## src/rtl/core/tce_pkg.sv

```systemverilog
`default_nettype none
package tce_pkg;

    localparam int POS_W  = 11;
    localparam int IDX_W  = 11;

    localparam logic [7:0] DEFAULT_ATTR_RST = 8'h07;

    localparam logic [7:0] CH_ESC    = 8'h1B;
    localparam logic [7:0] CH_LF     = 8'h0A;
    localparam logic [7:0] CH_CR     = 8'h0D;
    localparam logic [7:0] CH_BS     = 8'h08;
    localparam logic [7:0] CH_TAB    = 8'h09;
    localparam logic [7:0] CH_NUL    = 8'h00;
    localparam logic [7:0] CH_LBRK   = 8'h5B;
    localparam logic [7:0] CH_M      = 8'h6D;
    localparam logic [7:0] CH_J      = 8'h4A;
    localparam logic [7:0] CH_ZERO   = 8'h30;
    localparam logic [7:0] CH_NINE   = 8'h39;
    localparam logic [7:0] FINAL_LO  = 8'h41;
    localparam logic [7:0] FINAL_HI  = 8'h7D;

    localparam logic [7:0] MASK_HI   = 8'hF0;
    localparam logic [7:0] MASK_LO   = 8'h0F;
    localparam logic [7:0] BOLD_BIT  = 8'h08;

    localparam logic [7:0] SGR_RESET = 8'd0;
    localparam logic [7:0] SGR_BOLD  = 8'd1;
    localparam logic [7:0] SGR_FG_LO = 8'd30;
    localparam logic [7:0] SGR_FG_HI = 8'd37;
    localparam logic [7:0] SGR_BG_LO = 8'd40;
    localparam logic [7:0] SGR_BG_HI = 8'd47;

    localparam logic [1:0] ESC_TEXT = 2'd0;
    localparam logic [1:0] ESC_SEEN = 2'd1;
    localparam logic [1:0] ESC_CSI  = 2'd2;

    localparam logic CMD_PUT  = 1'b0;
    localparam logic CMD_READ = 1'b1;

    typedef struct packed {
        logic             cmd;
        logic [7:0]       data;
        logic [IDX_W-1:0] idx;
        logic             oor;
    } t_item;

    function automatic logic [2:0] ansi_color(input logic [2:0] c);
        logic [2:0] r;
        case (c)
            3'd0: r = 3'd0;
            3'd1: r = 3'd4;
            3'd2: r = 3'd2;
            3'd3: r = 3'd6;
            3'd4: r = 3'd1;
            3'd5: r = 3'd5;
            3'd6: r = 3'd3;
            default: r = 3'd7;
        endcase
        return r;
    endfunction

    function automatic logic [7:0] sgr_apply(input logic [7:0] code,
                                             input logic [7:0] cur,
                                             input logic [7:0] sav);
        logic [7:0] r;
        logic [7:0] off;
        r   = cur;
        off = 8'd0;
        if (code == SGR_RESET) begin
            r = sav;
        end else if (code == SGR_BOLD) begin
            r = cur | BOLD_BIT;
        end else if (code >= SGR_FG_LO && code <= SGR_FG_HI) begin
            off = code - SGR_FG_LO;
            r = (cur & MASK_HI) | {5'd0, ansi_color(off[2:0])};
        end else if (code >= SGR_BG_LO && code <= SGR_BG_HI) begin
            off = code - SGR_BG_LO;
            r = (cur & MASK_LO) | {1'b0, ansi_color(off[2:0]), 4'd0};
        end
        return r;
    endfunction

endpackage
`default_nettype wire

```

## src/rtl/core/tce_front.sv

```systemverilog
`default_nettype none
module tce_front #(
    parameter int CELLS = 2000
) (
    input  wire                          i_clk,
    input  wire                          i_rst_n,
    input  wire                          i_in_valid,
    output logic                         o_in_stall,
    input  wire                          i_cmd,
    input  wire  [7:0]                   i_data_byte,
    input  wire  [tce_pkg::IDX_W-1:0]    i_cell_index,
    output tce_pkg::t_item               o_item,
    output logic                         o_item_valid,
    input  wire                          i_pop
);
    tce_pkg::t_item r_q [2];
    logic           r_wp, r_rp;
    logic [1:0]     r_cnt;
    logic           push;
    tce_pkg::t_item cls;

    // classify on entry: read range check done here
    always_comb begin
        cls.cmd  = i_cmd;
        cls.data = i_data_byte;
        cls.idx  = i_cell_index;
        cls.oor  = (32'(i_cell_index) >= 32'(CELLS));
    end

    assign o_in_stall   = (r_cnt == 2'd2);
    assign push         = i_in_valid && !o_in_stall;
    assign o_item_valid = (r_cnt != 2'd0);
    assign o_item       = r_q[r_rp];

    always_ff @(posedge i_clk) begin
        if (push) begin
            r_q[r_wp] <= cls;
        end
    end

    always_ff @(posedge i_clk) begin
        if (!i_rst_n) begin
            r_wp  <= 1'b0;
            r_rp  <= 1'b0;
            r_cnt <= 2'd0;
        end else begin
            if (push) begin
                r_wp <= ~r_wp;
            end
            if (i_pop) begin
                r_rp <= ~r_rp;
            end
            r_cnt <= r_cnt + {1'b0, push} - {1'b0, i_pop};
        end
    end
endmodule
`default_nettype wire

```

## config.mk

```make
export PLATFORM = sky130hd
export DESIGN_NAME = tce_front
export DESIGN_NICKNAME = d
export VERILOG_FILES = /design/src/rtl/core/tce_pkg.sv /design/src/rtl/core/tce_front.sv
export SDC_FILE = /design/constraint.sdc
export NUM_CORES = 1
export LEC_CHECK = 0
export BUFFER_PORTS_ARGS = -buffer_cell sky130_fd_sc_hd__buf_2
export CAP_MARGIN = 20
export CORE_MARGIN = 3
export CORE_UTILIZATION = 24
export CTS_BUF_LIST = sky130_fd_sc_hd__clkbuf_8
export DETAILED_ROUTE_END_ITERATION = 12
export SYNTH_ARGS = -nofsm -noshare
export SYNTH_HDL_FRONTEND = slang
export SYNTH_SLANG_ARGS = --single-unit
```

## constraint.sdc

```tcl
create_clock -name i_clk -period 1.88 [get_ports i_clk]
set_clock_uncertainty 0.2 [all_clocks]
set_input_delay 0.282 -clock i_clk [delete_from_list [all_inputs] [get_ports i_clk]]
set_output_delay 0.282 -clock i_clk [all_outputs]
set_load 0.005 [all_outputs]
```

==> report_table.html <==
<table>
<tr><th>Metric</th><th>Value</th></tr>
<tr><th colspan="2">Placed design</th></tr>
<tr><td>Post-Place Worst Slack</td><td>46.99 ps</td></tr>
<tr><td>Number of I/O port buffers</td><td>46</td></tr>
<tr><td>Placed standard-cell area</td><td>2231 sq um</td></tr>
<tr><td>Final weighted congestion in routability-driven placement</td><td>0.6650</td></tr>
<tr><td>HPWL after detailed placement</td><td>2258 um</td></tr>
<tr><th colspan="2">Global route</th></tr>
<tr><td>Total track usage</td><td>0.08062</td></tr>
<tr><td>Vias in the first global route</td><td>1094</td></tr>
<tr><td>Number of antenna violations at the first check in global routing</td><td>0</td></tr>
<tr><td>Largest net degree at the start of global routing</td><td>19</td></tr>
<tr><td>First-pass GRT wire length</td><td>5230 um</td></tr>
<tr><td>Global route overflow</td><td>0</td></tr>
<tr><th colspan="2">Logic synthesis</th></tr>
<tr><td>Post-synthesis average cell area</td><td>19.57 sq um</td></tr>
<tr><td>Synthesized netlist net count</td><td>120</td></tr>
<tr><td>Synthesized cell area</td><td>1839 sq um</td></tr>
<tr><td>Distinct cell type count of the synthesized netlist</td><td>19</td></tr>
<tr><td>Warning count from the yosys run</td><td>0</td></tr>
<tr><td>Synth Instances</td><td>94</td></tr>
<tr><td>FF+latch count, synth</td><td>47</td></tr>
<tr><td>Proportion of synthesized chip area in sequential cells</td><td>0.7401</td></tr>
<tr><th colspan="2">STA</th></tr>
<tr><td>Final critical-path setup slack</td><td>72.91 ps</td></tr>
<tr><td>Total negative slack</td><td>0 ps</td></tr>
<tr><td>Period utilization</td><td>0.9612</td></tr>
<tr><td>Unrepaired setup endpoints after global routing</td><td>false</td></tr>
<tr><td>Maximum clock rate</td><td>0.5534 GHz</td></tr>
<tr><td>Transition time of the tightest slew-check pin</td><td>204.8 ps</td></tr>
<tr><td>Number of endpoints with negative hold slack in the final report</td><td>0</td></tr>
<tr><td>Max transition margin</td><td>0.8620</td></tr>
<tr><td>Setup violators final</td><td>0</td></tr>
<tr><td>Tmin final</td><td>1807 ps</td></tr>
<tr><td>Final Slew Violations</td><td>0</td></tr>
<tr><th colspan="2">CTS</th></tr>
<tr><td>H-Tree Depth</td><td>2</td></tr>
<tr><td>Clock latency on the worst-skew pair</td><td>290 ps</td></tr>
<tr><td>CTS tree</td><td>built</td></tr>
<tr><td>Root cell of the clock tree</td><td>clkbuf_8</td></tr>
<tr><td>Clock-pin slew of the registers on the worst-case setup and hold paths</td><td>80 ps</td></tr>
<tr><td>Total CTS buffers</td><td>5</td></tr>
<tr><td>TritonCTS Sinks</td><td>47</td></tr>
<tr><td>Number of buffers inserted by post-CTS setup repair</td><td>0</td></tr>
<tr><td>Clock tree buffer depth</td><td>2</td></tr>
<tr><th colspan="2">Critical path</th></tr>
<tr><td>CP Launch Type</td><td>register</td></tr>
<tr><td>Top cell family by delay on the critical path</td><td>flip-flops</td></tr>
<tr><td>Cell type of the slowest stage on the worst timing path</td><td>dfxtp_2</td></tr>
<tr><td>Worst R2R Setup Slack</td><td>150 ps</td></tr>
<tr><td>Critical path endpoint category</td><td>output port</td></tr>
<tr><td>Type of the worst setup path</td><td>register to output port</td></tr>
<tr><td>Data arrival time of the critical path</td><td>1330 ps</td></tr>
<tr><td>RR Startpoint</td><td>r_cnt[0]</td></tr>
<tr><td>Number of cells traversed by the worst register-to-register path</td><td>8</td></tr>
<tr><td>Longest individual stage delay on the worst path</td><td>410 ps</td></tr>
<tr><td>Cell chain of the critical path</td><td>clkbuf_16 &gt; mux2_4 &gt; buf_2</td></tr>
<tr><td>Worst Path Required</td><td>1400 ps</td></tr>
<tr><td>Instance count on the critical path</td><td>3</td></tr>
<tr><td>Capture point of the worst reg-to-reg path</td><td>r_cnt[1]</td></tr>
<tr><td>Worst Path Max Fanout</td><td>9</td></tr>
<tr><td>Critical path buffers and inverters</td><td>2</td></tr>
<tr><th colspan="2">Pwr</th></tr>
<tr><td>Power per Cell Area</td><td>923.1 nW/um^2</td></tr>
<tr><td>Leakage</td><td>0.001038 uW</td></tr>
<tr><td>Worst IR drop on VDD</td><td>0.0005269 V</td></tr>
<tr><td>Overall Power</td><td>2356 uW</td></tr>
<tr><th colspan="2">Finish</th></tr>
<tr><td>Ratio of cells with drive above 1 in the final layout</td><td>0.5087</td></tr>
<tr><td>Antenna diode count</td><td>0</td></tr>
<tr><td>Combined area of the multi-input logic cells</td><td>456.7 sq um</td></tr>
<tr><td>Area growth syn-to-layout</td><td>38.78%</td></tr>
<tr><td># fillers</td><td>727</td></tr>
<tr><td>Net total in the final layout</td><td>198</td></tr>
<tr><td>Storage element area</td><td>1364 sq um</td></tr>
<tr><td>Area of all placed cells without fillers</td><td>2552 sq um</td></tr>
<tr><th colspan="2">Hold path</th></tr>
<tr><td>Worst hold-check path type</td><td>primary input to register</td></tr>
<tr><td>Hold Path Cell Cnt</td><td>2</td></tr>
<tr><td>Hold_sp</td><td>i_rst_n</td></tr>
<tr><td>Destination of the worst hold path</td><td>r_cnt[0]</td></tr>
<tr><th colspan="2">Route</th></tr>
<tr><td>Detail Route Antenna Nets</td><td>0</td></tr>
<tr><td>Drt wl/cell</td><td>12.51 um</td></tr>
<tr><td>Initial DRT Pass Iterations</td><td>4</td></tr>
<tr><td>Violation count after the first detailed-routing iteration</td><td>44</td></tr>
<tr><td>Vias after detailed routing</td><td>1053</td></tr>
<tr><td>Via count normalized by instance count</td><td>3.871</td></tr>
<tr><td>Total DRC errors in the routed layout</td><td>0</td></tr>
<tr><td>Overall routed net length</td><td>3402 um</td></tr>
<tr><th colspan="2">Floorplan</th></tr>
<tr><td>Die extent in y</td><td>93.54 um</td></tr>
<tr><td>Die Area</td><td>8750 sq um</td></tr>
<tr><td>Effective utilization at floorplan</td><td>0.2509</td></tr>
<tr><td>DIE WIDTH</td><td>93.54 um</td></tr>
<tr><td>Cell Rows</td><td>31</td></tr>
<tr><td>Number of placed I/O pins</td><td>47</td></tr>
<tr><td>Area of the placeable core</td><td>7331 sq um</td></tr>
<tr><th colspan="2">Status</th></tr>
<tr><td>Outcome</td><td>finished, final reports clean</td></tr>
<tr><th colspan="2">Flow run</th></tr>
<tr><td>Maximum Capacitance Violations</td><td>0</td></tr>
</table>
## worst register-to-register path: stages, from the launching register on
cell	delay (ps)
dfxtp_2	350
nand2b_4	130
nand2_2	80
ha_1	270
inv_1	40
ha_1	180
xor2_1	150
and2_1	150
nor3_1	110
## layer usage
metal / routed length (um) / part of all wire / track usage
met5: 0 / 0 / 0
met4: 25 / 0.0073 / 0.02166
met3: 264 / 0.078 / 0.04425
met2: 1477 / 0.43 / 0.1173
met1: 1635 / 0.48 / 0.1037
## layout by cell type, fill, tap and decap left out, types with 2 or more instances in the layout
cell type / netlist / routed
and2_1: 2 / 2
buf_2: 0 / 46
buf_4: 0 / 5
clkbuf_8: 0 / 5
clkinv_2: 0 / 3
dfxtp_1: 5 / 3
dfxtp_2: 0 / 2
dlygate4sd3_1: 0 / 20
edfxtp_1: 42 / 42
ha_1: 2 / 2
inv_1: 3 / 3
mux2_4: 20 / 20
nor2_1: 5 / 4
## cell usage after synthesis
master	count	area, sq um
edfxtp_1	42	1261
mux2_4	20	300.3
dfxtp_1	5	100.1
nor2_1	5	18.77
inv_1	3	11.26
and2_1	2	12.51
buf_6	2	22.52
ha_1	2	25.02
nand2_1	2	7.510
nand2b_1	2	12.51
and3_1	1	6.260
mux2_2	1	11.26
mux2i_1	1	10.01
nand4_1	1	6.260
nor3_1	1	5.000
o21ai_0	1	5.000
or2_2	1	6.260
xnor2_1	1	8.760
xor2_1	1	8.760
## per-stage QoR
| step | hold slack, ps | util | std cells |
|---|---|---|---|
| 6_report | 41.54 | 0.3482 | 272 |
| 5_1_grt | 38.34 | 0.3482 | 272 |
| 4_1_cts | 1.094 | 0.3417 | 270 |
| 3_5_place_dp | 273.3 | 0.3043 | 243 |
| 3_3_place_gp | 269.5 | 0.3043 | 243 |
| 2_1_floorplan | 180.9 | - | 94 |
## sequential cells by signal, summed over array words and instances (netlist names), named ones only
signal,flops
r_q,42
r_cnt,2
r_rp,1
r_wp,1
## final cells by class
type | count | share of cell area
Inverter | 3 | 0.004412
Sequential cell | 47 | 0.5343
Timing Repair Buffer | 73 | 0.2010
Multi-Input combinational cell | 42 | 0.1789
Clock buffer | 5 | 0.02696
Clock inverter | 3 | 0.005882
Tap cell | 99 | 0.04853
## what timing repair did
item | 4_1_cts | 5_1_grt
endpoints found under the setup margin | 0 | 3
endpoints found under the hold margin | 38 | 2
resized for setup | 0 | 4
hold buffers | 19 | 1
## power by group
group          total [uW]  internal (uW)  switching, uW
Sequential           1310           1270           40.1
Combinational         468            272            195
Clock                 580            255            326
## how the worst max path moves through the flow
stage / end / from / slack, ps
2_1_floorplan: r_q[0][0] / r_cnt[0] / 160
3_3_place_gp: r_cnt[1] / r_cnt[0] / 160
3_5_place_dp: r_cnt[1] / r_cnt[0] / 50
4_1_cts: o_item[6] / register / 30
5_1_grt: o_item[11] / register / 7
6_report: o_item[11] / register / 70
## cell families (layout without fill, tap and decap cells)
family | Yosys count | after routing | synth area share
simple gates | 15 | 15 | 0.04082
buf+inv | 5 | 84 | 0.01837
xor+xnor | 2 | 2 | 0.009526
mux | 22 | 22 | 0.1748
flops | 47 | 47 | 0.7401
compound gates | 1 | 1 | 0.002718
fa+ha+maj | 2 | 2 | 0.01360
Power figures use the tool's default switching activity.
